$ cat config.mk
export PLATFORM = sky130hd
export DESIGN_NAME = arith_encoder_e1e2_scaling
export DESIGN_NICKNAME = d
export VERILOG_FILES = /design/src/design/aenc_pkg.sv /design/src/design/arith_encoder_e1e2_scaling.sv /design/src/design/aenc_cfg.sv /design/src/design/aenc_dp.sv /design/src/design/aenc_ctrl.sv
export VERILOG_INCLUDE_DIRS = /design/src /design/src/design
export SDC_FILE = /design/constraint.sdc
export NUM_CORES = 2
export LEC_CHECK = 0
export ABC_CLOCK_PERIOD_IN_PS = 8900
export BUFFER_PORTS_ARGS = -buffer_cell sky130_fd_sc_hd__buf_4
export CORE_ASPECT_RATIO = 0.6
export CORE_MARGIN = 8
export CORE_UTILIZATION = 47
export DETAILED_ROUTE_END_ITERATION = 8
export PLACE_DENSITY = 0.68
export REMOVE_ABC_BUFFERS = 1
export SLEW_MARGIN = 15
export SYNTH_ARGS = -nofsm -noshare
export SYNTH_HDL_FRONTEND = slang
export SYNTH_SLANG_ARGS = --single-unit
$ cat constraint.sdc
create_clock -name aclk -period 8.9 [get_ports aclk]
set_input_delay 0.89 -clock aclk [delete_from_list [all_inputs] [get_ports aclk]]
set_output_delay 0.89 -clock aclk [all_outputs]
set_load 0.01 [all_outputs]
$ cat src/design/arith_encoder_e1e2_scaling_macros.svh
// Assertion macros for the arithmetic encoder with E1/E2 scaling.
// Included by the top level only; needs a clock and an active-low reset name.
`ifndef ARITH_ENCODER_E1E2_SCALING_MACROS_SVH
`define ARITH_ENCODER_E1E2_SCALING_MACROS_SVH

// Same-cycle implication, disabled while reset is asserted.
`define AENC_ASSERT_NOW(label, clk, rstn, ante, cons, msg) \
    label: assert property (@(posedge clk) disable iff (!(rstn)) (ante) |-> (cons)) \
        else $error(msg);

// Next-cycle implication, disabled while reset is asserted.
`define AENC_ASSERT_NEXT(label, clk, rstn, ante, cons, msg) \
    label: assert property (@(posedge clk) disable iff (!(rstn)) (ante) |=> (cons)) \
        else $error(msg);

`endif

$ cat src/design/aenc_pkg.sv
// Shared constants, types and the CDF selection function of the arithmetic encoder.
// No dependencies; every module of the block imports this package.
package aenc_pkg;

    localparam int FRACTION_BITS = 24;
    localparam int MAX_SYMBOLS   = 7;
    localparam int MAX_RESULTS   = 24;

    localparam int BOUND_W  = FRACTION_BITS + 1;
    localparam int CDF_W    = 17;
    localparam int CDF_FRAC = 16;
    localparam int PROD_W   = BOUND_W + CDF_W;
    localparam int SYM_W    = 3;
    localparam int COUNT_W  = $clog2(MAX_RESULTS + 1);
    localparam int REG_IDX_W = 3;
    localparam int TDATA_W  = 8;

    localparam logic [BOUND_W-1:0] BOUND_ONE  = BOUND_W'(1) << FRACTION_BITS;
    localparam logic [BOUND_W-1:0] BOUND_HALF = BOUND_W'(1) << (FRACTION_BITS - 1);
    localparam logic [CDF_W-1:0]   CDF_ONE    = CDF_W'(1) << CDF_FRAC;

    // Result status codes.
    localparam logic [1:0] STATUS_OK       = 2'd0;
    localparam logic [1:0] STATUS_BAD_SYM  = 2'd1;
    localparam logic [1:0] STATUS_COLLAPSE = 2'd2;

    // Configuration register indexes.
    localparam logic [REG_IDX_W-1:0] REG_NUM_SYMBOLS = 3'd0;
    localparam logic [REG_IDX_W-1:0] REG_CDF_ONE     = 3'd1;
    localparam logic [REG_IDX_W-1:0] REG_CDF_TWO     = 3'd2;
    localparam logic [REG_IDX_W-1:0] REG_CDF_THREE   = 3'd3;
    localparam logic [REG_IDX_W-1:0] REG_CDF_FOUR    = 3'd4;
    localparam logic [REG_IDX_W-1:0] REG_CDF_FIVE    = 3'd5;
    localparam logic [REG_IDX_W-1:0] REG_CDF_SIX     = 3'd6;
    localparam logic [REG_IDX_W-1:0] REG_CDF_SEVEN   = 3'd7;

    typedef struct packed {
        logic [SYM_W-1:0] num_symbols;
        logic [CDF_W-1:0] cdf_one;
        logic [CDF_W-1:0] cdf_two;
        logic [CDF_W-1:0] cdf_three;
        logic [CDF_W-1:0] cdf_four;
        logic [CDF_W-1:0] cdf_five;
        logic [CDF_W-1:0] cdf_six;
        logic [CDF_W-1:0] cdf_seven;
    } cfg_t;

    // Commands from the controller to the datapath.
    typedef struct packed {
        logic load;     // take the input item
        logic mul;      // form range times both CDF bounds
        logic narrow;   // add the scaled products to the low bound
        logic emit;     // load one result into the output register
    } aenc_cmd_t;

    // Status from the datapath to the controller.
    typedef struct packed {
        logic out_free; // output register can take a result this cycle
        logic final_res; // the result about to be emitted is the item's last
    } aenc_stat_t;

    // Cumulative probability through symbol k, saturated to one; zero below symbol 1.
    function automatic logic [CDF_W-1:0] cdf_pick(input cfg_t cfg, input logic [SYM_W-1:0] k);
        logic [CDF_W-1:0] v;
        unique case (k)
            3'd1:    v = cfg.cdf_one;
            3'd2:    v = cfg.cdf_two;
            3'd3:    v = cfg.cdf_three;
            3'd4:    v = cfg.cdf_four;
            3'd5:    v = cfg.cdf_five;
            3'd6:    v = cfg.cdf_six;
            3'd7:    v = cfg.cdf_seven;
            default: v = '0;
        endcase
        return (v > CDF_ONE) ? CDF_ONE : v;
    endfunction

endpackage

$ cat src/design/arith_encoder_e1e2_scaling.sv
// Top level of the arithmetic-coding encoder with E1/E2 interval scaling.
// Depends on aenc_pkg, aenc_cfg, aenc_ctrl, aenc_dp and the assertion macro header.
//
//  Channel   Direction  Handshake            Payload
//  s_        in         s_tvalid/s_tready    s_tdata: symbol; s_tuser: start_message
//  m_        out        m_tvalid/m_tready    m_tdata: code_bit; m_tuser: bit_present,
//                                            status; m_tlast: last_of_symbol
//  cfg_      in         cfg_valid/cfg_ready  cfg_index, cfg_data
//
// An item passes through accept, the two range-by-CDF multipliers and the bound adders,
// then gives n results (one per emitted bit, at least one) through the output register.
// A held m_tready stretches the result phase; the next item is taken while the last result
// still waits. After reset the interval is [0, 1), three symbols are in use and every
// CDF word is one.
`include "arith_encoder_e1e2_scaling_macros.svh"

module arith_encoder_e1e2_scaling import aenc_pkg::*; (
    input  logic                 aclk,
    input  logic                 aresetn,
    input  logic                 s_tvalid,
    output logic                 s_tready,
    input  logic [TDATA_W-1:0]   s_tdata,   // [2:0] symbol, upper bits zero
    input  logic [0:0]           s_tuser,   // [0] start_message
    output logic                 m_tvalid,
    input  logic                 m_tready,
    output logic [TDATA_W-1:0]   m_tdata,   // [0] code_bit, upper bits zero
    output logic [2:0]           m_tuser,   // [0] bit_present, [2:1] status
    output logic                 m_tlast,
    input  logic                 cfg_valid,
    output logic                 cfg_ready,
    input  logic [REG_IDX_W-1:0] cfg_index,
    input  logic [CDF_W-1:0]     cfg_data
);

    cfg_t       cfg;
    aenc_cmd_t  cmd;
    aenc_stat_t stat;
    logic       code_bit;
    logic       bit_present;
    logic [1:0] status;

    // Configuration registers; writes must arrive only while the encoder is idle; the block does not check it.
    aenc_cfg u_cfg (
        .aclk      (aclk),
        .aresetn   (aresetn),
        .cfg_valid (cfg_valid),
        .cfg_ready (cfg_ready),
        .cfg_index (cfg_index),
        .cfg_data  (cfg_data),
        .cfg       (cfg)
    );

    // The controller sequences accept, multiply, narrow and one result per cycle while the output register is free.
    aenc_ctrl u_ctrl (
        .aclk     (aclk),
        .aresetn  (aresetn),
        .in_valid (s_tvalid),
        .in_ready (s_tready),
        .stat     (stat),
        .cmd      (cmd)
    );

    // The datapath holds the interval, the working bounds and the output register.
    aenc_dp u_dp (
        .aclk            (aclk),
        .aresetn         (aresetn),
        .cfg             (cfg),
        .cmd             (cmd),
        .stat            (stat),
        .in_symbol       (s_tdata[SYM_W-1:0]),
        .in_start        (s_tuser[0]),
        .out_valid       (m_tvalid),
        .out_ready       (m_tready),
        .out_code_bit    (code_bit),
        .out_bit_present (bit_present),
        .out_last        (m_tlast),
        .out_status      (status)
    );

    assign m_tdata = {{(TDATA_W - 1){1'b0}}, code_bit};
    assign m_tuser = {status, bit_present};

    // A result that carries no bit always closes its item.
    `AENC_ASSERT_NOW(a_nobit_is_last, aclk, aresetn, m_tvalid && !m_tuser[0], m_tlast,
        "result without a bit is not marked last")

    // Error results carry no bit and close the item.
    `AENC_ASSERT_NOW(a_error_alone, aclk, aresetn,
        m_tvalid && (m_tuser[2:1] != STATUS_OK), !m_tuser[0] && m_tlast,
        "error result carries a bit or is not last")

    // After an item is taken the encoder is busy for at least the multiply cycle.
    `AENC_ASSERT_NEXT(a_busy_after_accept, aclk, aresetn, s_tvalid && s_tready, !s_tready,
        "input accepted again in the cycle after an accept")

endmodule

$ cat src/design/aenc_cfg.sv
// Configuration register file of the arithmetic encoder.
// Depends on aenc_pkg for the register indexes and the cfg_t type.
module aenc_cfg import aenc_pkg::*; (
    input  logic                 aclk,
    input  logic                 aresetn,
    input  logic                 cfg_valid,
    output logic                 cfg_ready,
    input  logic [REG_IDX_W-1:0] cfg_index,
    input  logic [CDF_W-1:0]     cfg_data,
    output cfg_t                 cfg
);

    cfg_t cfg_reg;
    cfg_t cfg_next;

    assign cfg_ready = 1'b1;
    assign cfg      = cfg_reg;

    always_comb begin
        cfg_next = cfg_reg;
        if (cfg_valid) begin
            unique case (cfg_index)
                REG_NUM_SYMBOLS: cfg_next.num_symbols = cfg_data[SYM_W-1:0];
                REG_CDF_ONE:     cfg_next.cdf_one     = cfg_data;
                REG_CDF_TWO:     cfg_next.cdf_two     = cfg_data;
                REG_CDF_THREE:   cfg_next.cdf_three   = cfg_data;
                REG_CDF_FOUR:    cfg_next.cdf_four    = cfg_data;
                REG_CDF_FIVE:    cfg_next.cdf_five    = cfg_data;
                REG_CDF_SIX:     cfg_next.cdf_six     = cfg_data;
                REG_CDF_SEVEN:   cfg_next.cdf_seven   = cfg_data;
                default:         cfg_next = cfg_reg;
            endcase
        end
    end

    always_ff @(posedge aclk) begin
        if (!aresetn) begin
            cfg_reg.num_symbols <= SYM_W'(3);
            cfg_reg.cdf_one     <= CDF_ONE;
            cfg_reg.cdf_two     <= CDF_ONE;
            cfg_reg.cdf_three   <= CDF_ONE;
            cfg_reg.cdf_four    <= CDF_ONE;
            cfg_reg.cdf_five    <= CDF_ONE;
            cfg_reg.cdf_six     <= CDF_ONE;
            cfg_reg.cdf_seven   <= CDF_ONE;
        end else begin
            cfg_reg <= cfg_next;
        end
    end

endmodule

$ cat src/design/aenc_dp.sv
// Datapath of the arithmetic encoder: interval bounds, multipliers, scaling and output register.
// Depends on aenc_pkg; driven by commands from aenc_ctrl.
module aenc_dp import aenc_pkg::*; (
    input  logic             aclk,
    input  logic             aresetn,
    input  cfg_t             cfg,
    input  aenc_cmd_t        cmd,
    output aenc_stat_t       stat,
    input  logic [SYM_W-1:0] in_symbol,
    input  logic             in_start,
    output logic             out_valid,
    input  logic             out_ready,
    output logic             out_code_bit,
    output logic             out_bit_present,
    output logic             out_last,
    output logic [1:0]       out_status
);

    logic [BOUND_W-1:0] low_reg, low_next;
    logic [BOUND_W-1:0] high_reg, high_next;
    logic [SYM_W-1:0]   sym_reg, sym_next;
    logic [PROD_W-1:0]  prod_lo_reg, prod_lo_next;
    logic [PROD_W-1:0]  prod_hi_reg, prod_hi_next;
    logic [BOUND_W-1:0] lo_reg, lo_next;
    logic [BOUND_W-1:0] hi_reg, hi_next;
    logic [COUNT_W-1:0] count_reg, count_next;
    logic               valid_reg, valid_next;
    logic               bit_reg, bit_next;
    logic               present_reg, present_next;
    logic               last_reg, last_next;
    logic [1:0]         status_reg, status_next;

    logic [SYM_W-1:0]   limit;
    logic               bad_sym;
    logic               collapse;
    logic               e1, e2, scale, more;
    logic [BOUND_W-1:0] range_w, step_lo, step_hi;
    logic               out_free;

    assign limit    = (cfg.num_symbols > SYM_W'(MAX_SYMBOLS)) ? SYM_W'(MAX_SYMBOLS)
                                                               : cfg.num_symbols;
    assign bad_sym  = (sym_reg == '0) || (sym_reg > limit);
    assign collapse = (hi_reg <= lo_reg);
    assign e1       = (hi_reg <= BOUND_HALF);
    assign e2       = (lo_reg >= BOUND_HALF);
    assign scale    = e1 || e2;
    assign range_w  = high_reg - low_reg;

    // E1 takes priority: both bounds double; E2 drops half first.
    always_comb begin
        if (e1) begin
            step_lo = lo_reg << 1;
            step_hi = hi_reg << 1;
        end else begin
            step_lo = (lo_reg - BOUND_HALF) << 1;
            step_hi = (hi_reg - BOUND_HALF) << 1;
        end
    end

    assign more = ((step_hi <= BOUND_HALF) || (step_lo >= BOUND_HALF))
                  && (count_reg < COUNT_W'(MAX_RESULTS - 1));

    assign out_free       = !valid_reg || out_ready;
    assign stat.out_free  = out_free;
    assign stat.final_res = bad_sym || collapse || !scale || !more;

    always_comb begin
        low_next     = low_reg;
        high_next    = high_reg;
        sym_next     = sym_reg;
        prod_lo_next = prod_lo_reg;
        prod_hi_next = prod_hi_reg;
        lo_next      = lo_reg;
        hi_next      = hi_reg;
        count_next   = count_reg;
        valid_next   = valid_reg && !out_ready;
        bit_next     = bit_reg;
        present_next = present_reg;
        last_next    = last_reg;
        status_next  = status_reg;

        if (cmd.load) begin
            sym_next   = in_symbol;
            count_next = '0;
            if (in_start) begin
                low_next  = '0;
                high_next = BOUND_ONE;
            end
        end

        if (cmd.mul) begin
            prod_lo_next = PROD_W'(range_w) * PROD_W'(cdf_pick(cfg, sym_reg - SYM_W'(1)));
            prod_hi_next = PROD_W'(range_w) * PROD_W'(cdf_pick(cfg, sym_reg));
        end

        if (cmd.narrow) begin
            lo_next = low_reg + BOUND_W'(prod_lo_reg >> CDF_FRAC);
            hi_next = low_reg + BOUND_W'(prod_hi_reg >> CDF_FRAC);
        end

        if (cmd.emit) begin
            valid_next = 1'b1;
            bit_next   = 1'b0;
            if (bad_sym) begin
                present_next = 1'b0;
                last_next    = 1'b1;
                status_next  = STATUS_BAD_SYM;
            end else if (collapse) begin
                present_next = 1'b0;
                last_next    = 1'b1;
                status_next  = STATUS_COLLAPSE;
            end else if (scale) begin
                bit_next     = !e1;
                present_next = 1'b1;
                last_next    = !more;
                status_next  = STATUS_OK;
                lo_next      = step_lo;
                hi_next      = step_hi;
                count_next   = count_reg + COUNT_W'(1);
                if (!more) begin
                    low_next  = step_lo;
                    high_next = step_hi;
                end
            end else begin
                // Narrowed interval straddles the half point: nothing to emit.
                present_next = 1'b0;
                last_next    = 1'b1;
                status_next  = STATUS_OK;
                low_next     = lo_reg;
                high_next    = hi_reg;
            end
        end
    end

    always_ff @(posedge aclk) begin
        if (!aresetn) begin
            low_reg   <= '0;
            high_reg  <= BOUND_ONE;
            valid_reg <= 1'b0;
        end else begin
            low_reg   <= low_next;
            high_reg  <= high_next;
            valid_reg <= valid_next;
        end
    end

    always_ff @(posedge aclk) begin
        sym_reg     <= sym_next;
        prod_lo_reg <= prod_lo_next;
        prod_hi_reg <= prod_hi_next;
        lo_reg      <= lo_next;
        hi_reg      <= hi_next;
        count_reg   <= count_next;
        bit_reg     <= bit_next;
        present_reg <= present_next;
        last_reg    <= last_next;
        status_reg  <= status_next;
    end

    assign out_valid       = valid_reg;
    assign out_code_bit    = bit_reg;
    assign out_bit_present = present_reg;
    assign out_last        = last_reg;
    assign out_status      = status_reg;

endmodule

$ cat src/design/aenc_ctrl.sv
// Controller state machine of the arithmetic encoder.
// Depends on aenc_pkg for the command and status structs.
module aenc_ctrl import aenc_pkg::*; (
    input  logic       aclk,
    input  logic       aresetn,
    input  logic       in_valid,
    output logic       in_ready,
    input  aenc_stat_t stat,
    output aenc_cmd_t  cmd
);

    localparam logic [1:0] ST_IDLE   = 2'd0;
    localparam logic [1:0] ST_MUL    = 2'd1;
    localparam logic [1:0] ST_NARROW = 2'd2;
    localparam logic [1:0] ST_SCALE  = 2'd3;

    logic [1:0] state_reg, state_next;

    assign in_ready = (state_reg == ST_IDLE);

    always_comb begin
        state_next = state_reg;
        cmd        = '0;
        unique case (state_reg)
            ST_IDLE: begin
                if (in_valid) begin
                    cmd.load   = 1'b1;
                    state_next = ST_MUL;
                end
            end
            ST_MUL: begin
                cmd.mul    = 1'b1;
                state_next = ST_NARROW;
            end
            ST_NARROW: begin
                cmd.narrow = 1'b1;
                state_next = ST_SCALE;
            end
            ST_SCALE: begin
                if (stat.out_free) begin
                    cmd.emit = 1'b1;
                    if (stat.final_res) begin
                        state_next = ST_IDLE;
                    end
                end
            end
            default: state_next = ST_IDLE;
        endcase
    end

    always_ff @(posedge aclk) begin
        if (!aresetn) begin
            state_reg <= ST_IDLE;
        end else begin
            state_reg <= state_next;
        end
    end

endmodule

==> impl_metrics.csv <==
group,metric,value,unit
outcome,outcome,"finished clean",
clock_tree,h-tree-depth,1,
pwr,internal_power,3.71,mW
placed_design,dp_hpwl,106,mm
global_route,use_met2,0.344,
clock_tree,cts_made_buffers,31,
placed_design,routabilityCongestion,0.946,
timing,tightest_slew,1.31,ns
drt,drcViolationCount,0,
flow_run,maxCapViolations,0,
global_route,grt_pass1_vias,35791,
worst_setup_path,crit_required,9.26,ns
floorplanning,start_util,0.475,
synth,yosys_most_used_dff,"dfxtp_1",
floorplanning,rows,85,
worst_setup_path,reg2reg_from,"u_dp.sym_reg[0]",
floorplanning,core,89900,µm²
timing,timing.final.crit_share,0.983,
min_path,hold_class,"in2reg",
floorplanning,io_pins,49,
drt,via_per_inst,5.62,
synth,ys_async_sr_fraction,0,
placed_design,io_buffers,35,
synth,syn_area_per_cell,8.38,µm²
worst_setup_path,cp_common_cell,"fa_1",
cells_and_area,drive_gt1_frac,0.117,
synth,synth_edf_count,58,
cells_and_area,final_cell_mix,"1,008 x nand2_1, 919 x inv_1, 678 x fa_1",
drt,drt_pass1_iterations,6,
worst_setup_path,path_max_fanout,14,
pwr,irDropWorstVdd,0.189,mV
clock_tree,cts_tree,"done",
cells_and_area,final_nets,6234,
drt,vias,36149,
cells_and_area,mostFrequentLayoutCell,"nand2_1",
floorplanning,die_height,250,µm
clock_tree,clk_latency,0.62,ns
pwr,p_sw_frac,0.449,
timing,final_max_slew_viol_count,0,
pwr,pwr-share-comb,0.504,
pwr,power.leakage,22.6,nW
global_route,use_met1,0.394,
timing,post-route-min-period,8.74,ns
global_route,antenna_found_initial,4,
clock_tree,cts.clk_slew.worst_paths,0.07,ns
drt,drt_iter0_markers,3972,
global_route,grt_max_degree,102,
timing,finClkSkew,0.0300,ns
drt,drt.antenna.violating_nets,0,
cells_and_area,largest_reg_flops,122,
worst_setup_path,arrival,9.10,ns
global_route,grt_use_total,0.259,
global_route,grt-ovfl-total,0,
cells_and_area,final-seq-area,6350,µm²
pwr,power_switching,3.02,mW
worst_setup_path,worstSetupPathType,"reg2reg",
clock_tree,cts_max_path_buffers,3,
drt,wl_per_cell,20.9,µm
synth,ys_types,95,
synth,netlist_instances,5098,
clock_tree,root_buffer,"clkbuf_16",
clock_tree,numClockSinks,288,
worst_setup_path,critPathMaxStageDelay,0.54,ns
timing,relSlewSlack,0.123,
timing,fmax,114,MHz
min_path,whs_path_depth,1,
worst_setup_path,slowest_stage,"fa_1",
global_route,busiest_layer,"met1",
floorplanning,die_w,405,µm
pwr,powerDensity,141,nW/µm²
global_route,grt_pass1_wl,208,mm
worst_setup_path,cp-end-kind,"flop",
timing,setup_viol,0,
cells_and_area,fill_cells,8224,
synth,synth_warnings,0,
timing,tns,0,ns
clock_tree,hold_buffers,0,
drt,wl,134,mm
pwr,seqPwrFrac,0.285,
pwr,p_clk_frac,0.211,
worst_setup_path,r2r_cells,32,
min_path,hold_start,"s_tdata[0]",
timing,finalHoldViolations,0,
cells_and_area,area_growth_syn_to_layout,11.6,%
cells_and_area,final_cells,6433,
synth,yosys_register_bits,288,
floorplanning,die_area,101000,µm²
worst_setup_path,startpoint_type,"flop",
synth,netlist_area,42700,µm²
global_route,grtUsageMet3,0.101,
placed_design,dp_cells,6349,
synth,synth_seq_area_share,0.149,
worst_setup_path,startpoint,"u_dp.sym_reg[0]",
cells_and_area,multiInputGateArea,32500,µm²
worst max-delay path, delay by kind of cell, from the launching register on:
kind | cells | cell delay [ns]
flops | 1 | 0.42
buf+inv | 6 | 0.80
compound gates | 10 | 2.26
simple gates | 7 | 1.25
fa+ha+maj | 7 | 3.22
mux | 1 | 0.36
xor+xnor | 1 | 0.15
layer usage:
metal	part of all wire	up-vias
met3	0.16	176
li1	-	16122
met2	0.38	2039
met1	0.44	17806
met4	0.020	6
met5	0.00034	-
path summary, 6_finish.rpt:
path	to	slack, ns
hold reg to reg	u_dp.high_reg[0]	0.46
setup reg to reg	u_dp.prod_lo_reg[37]	0.16
hold / removal	u_dp.sym_reg[0]	0.45
setup / recovery	u_dp.prod_lo_reg[37]	0.16
cells by family after synthesis:
kind of cell             Yosys count  share of synthesized area
XOR/XNOR                         122                     0.0252
flip-flops                       288                      0.149
AO/OA/AOI/OAI                    685                      0.100
buffers and inverters           1188                      0.109
other                              2                   0.000176
AND/OR/NAND/NOR                 1674                      0.165
multiplexers                     129                     0.0354
adder cells (fa/ha/maj)         1010                      0.416
repair_timing:
item | CTS | global route
endpoints found under the setup margin | 4 | 26
pin swaps | 0 | 62
resized for setup | 5 | 123
cloned | 0 | 3
setup buffers | 0 | 23
hold endpoints to repair | 0 | 0
synthesized netlist by cell type (58+ instances only):
master / instances / area [µm²]
a21o_1: 59 / 443
a21oi_1: 243 / 1220
clkbuf_1: 177 / 664
dfxtp_1: 230 / 4600
edfxtp_1: 58 / 1740
fa_1: 685 / 13700
ha_1: 325 / 4070
inv_1: 924 / 3470
mux2i_1: 68 / 681
nand2_1: 1013 / 3800
nand3_1: 93 / 465
nor2_1: 308 / 1160
o21ai_0: 161 / 806
xnor2_1: 81 / 709
power by group through the flow:
stage / registers, mW / logic [mW] / clock network (mW)
after floorplan: 1.85 / 1.90 / 0
after global placement: 1.93 / 3.09 / 0
after detailed placement: 1.93 / 3.15 / 0
after CTS: 1.91 / 3.18 / 1.43
after global routing: 1.94 / 3.65 / 1.49
final: 1.92 / 3.39 / 1.42
area by class of cell:
| cell class | instances | share of cell area |
|---|---|---|
| Timing Repair Buffer | 315 | 0.0566 |
| Multi-Input combinational cell | 3629 | 0.682 |
| Antenna cell | 1 | 0.0000525 |
| Inverter | 925 | 0.0730 |
| Sequential cell | 288 | 0.133 |
| Clock buffer | 45 | 0.0206 |
| Clock inverter | 12 | 0.00242 |
| Tap cell | 1218 | 0.0320 |
stage by stage:
| stage | instance area, µm² | power (mW) | hold slack, ns | utilization | setup WS (ns) |
|---|---|---|---|---|---|
| floorplan | 41600 | 3.75 | 0.440 | - | -1.21 |
| global placement | 45700 | 5.03 | 0.453 | 0.509 | 0.0126 |
| detailed placement | 45700 | 5.09 | 0.453 | 0.509 | -0.157 |
| CTS | 46800 | 6.51 | 0.435 | 0.521 | 0.00170 |
| global route | 47700 | 7.08 | 0.440 | 0.530 | -0.0393 |
| finish | 47700 | 6.73 | 0.447 | 0.530 | 0.155 |
(Power assumes the default switching activity.)
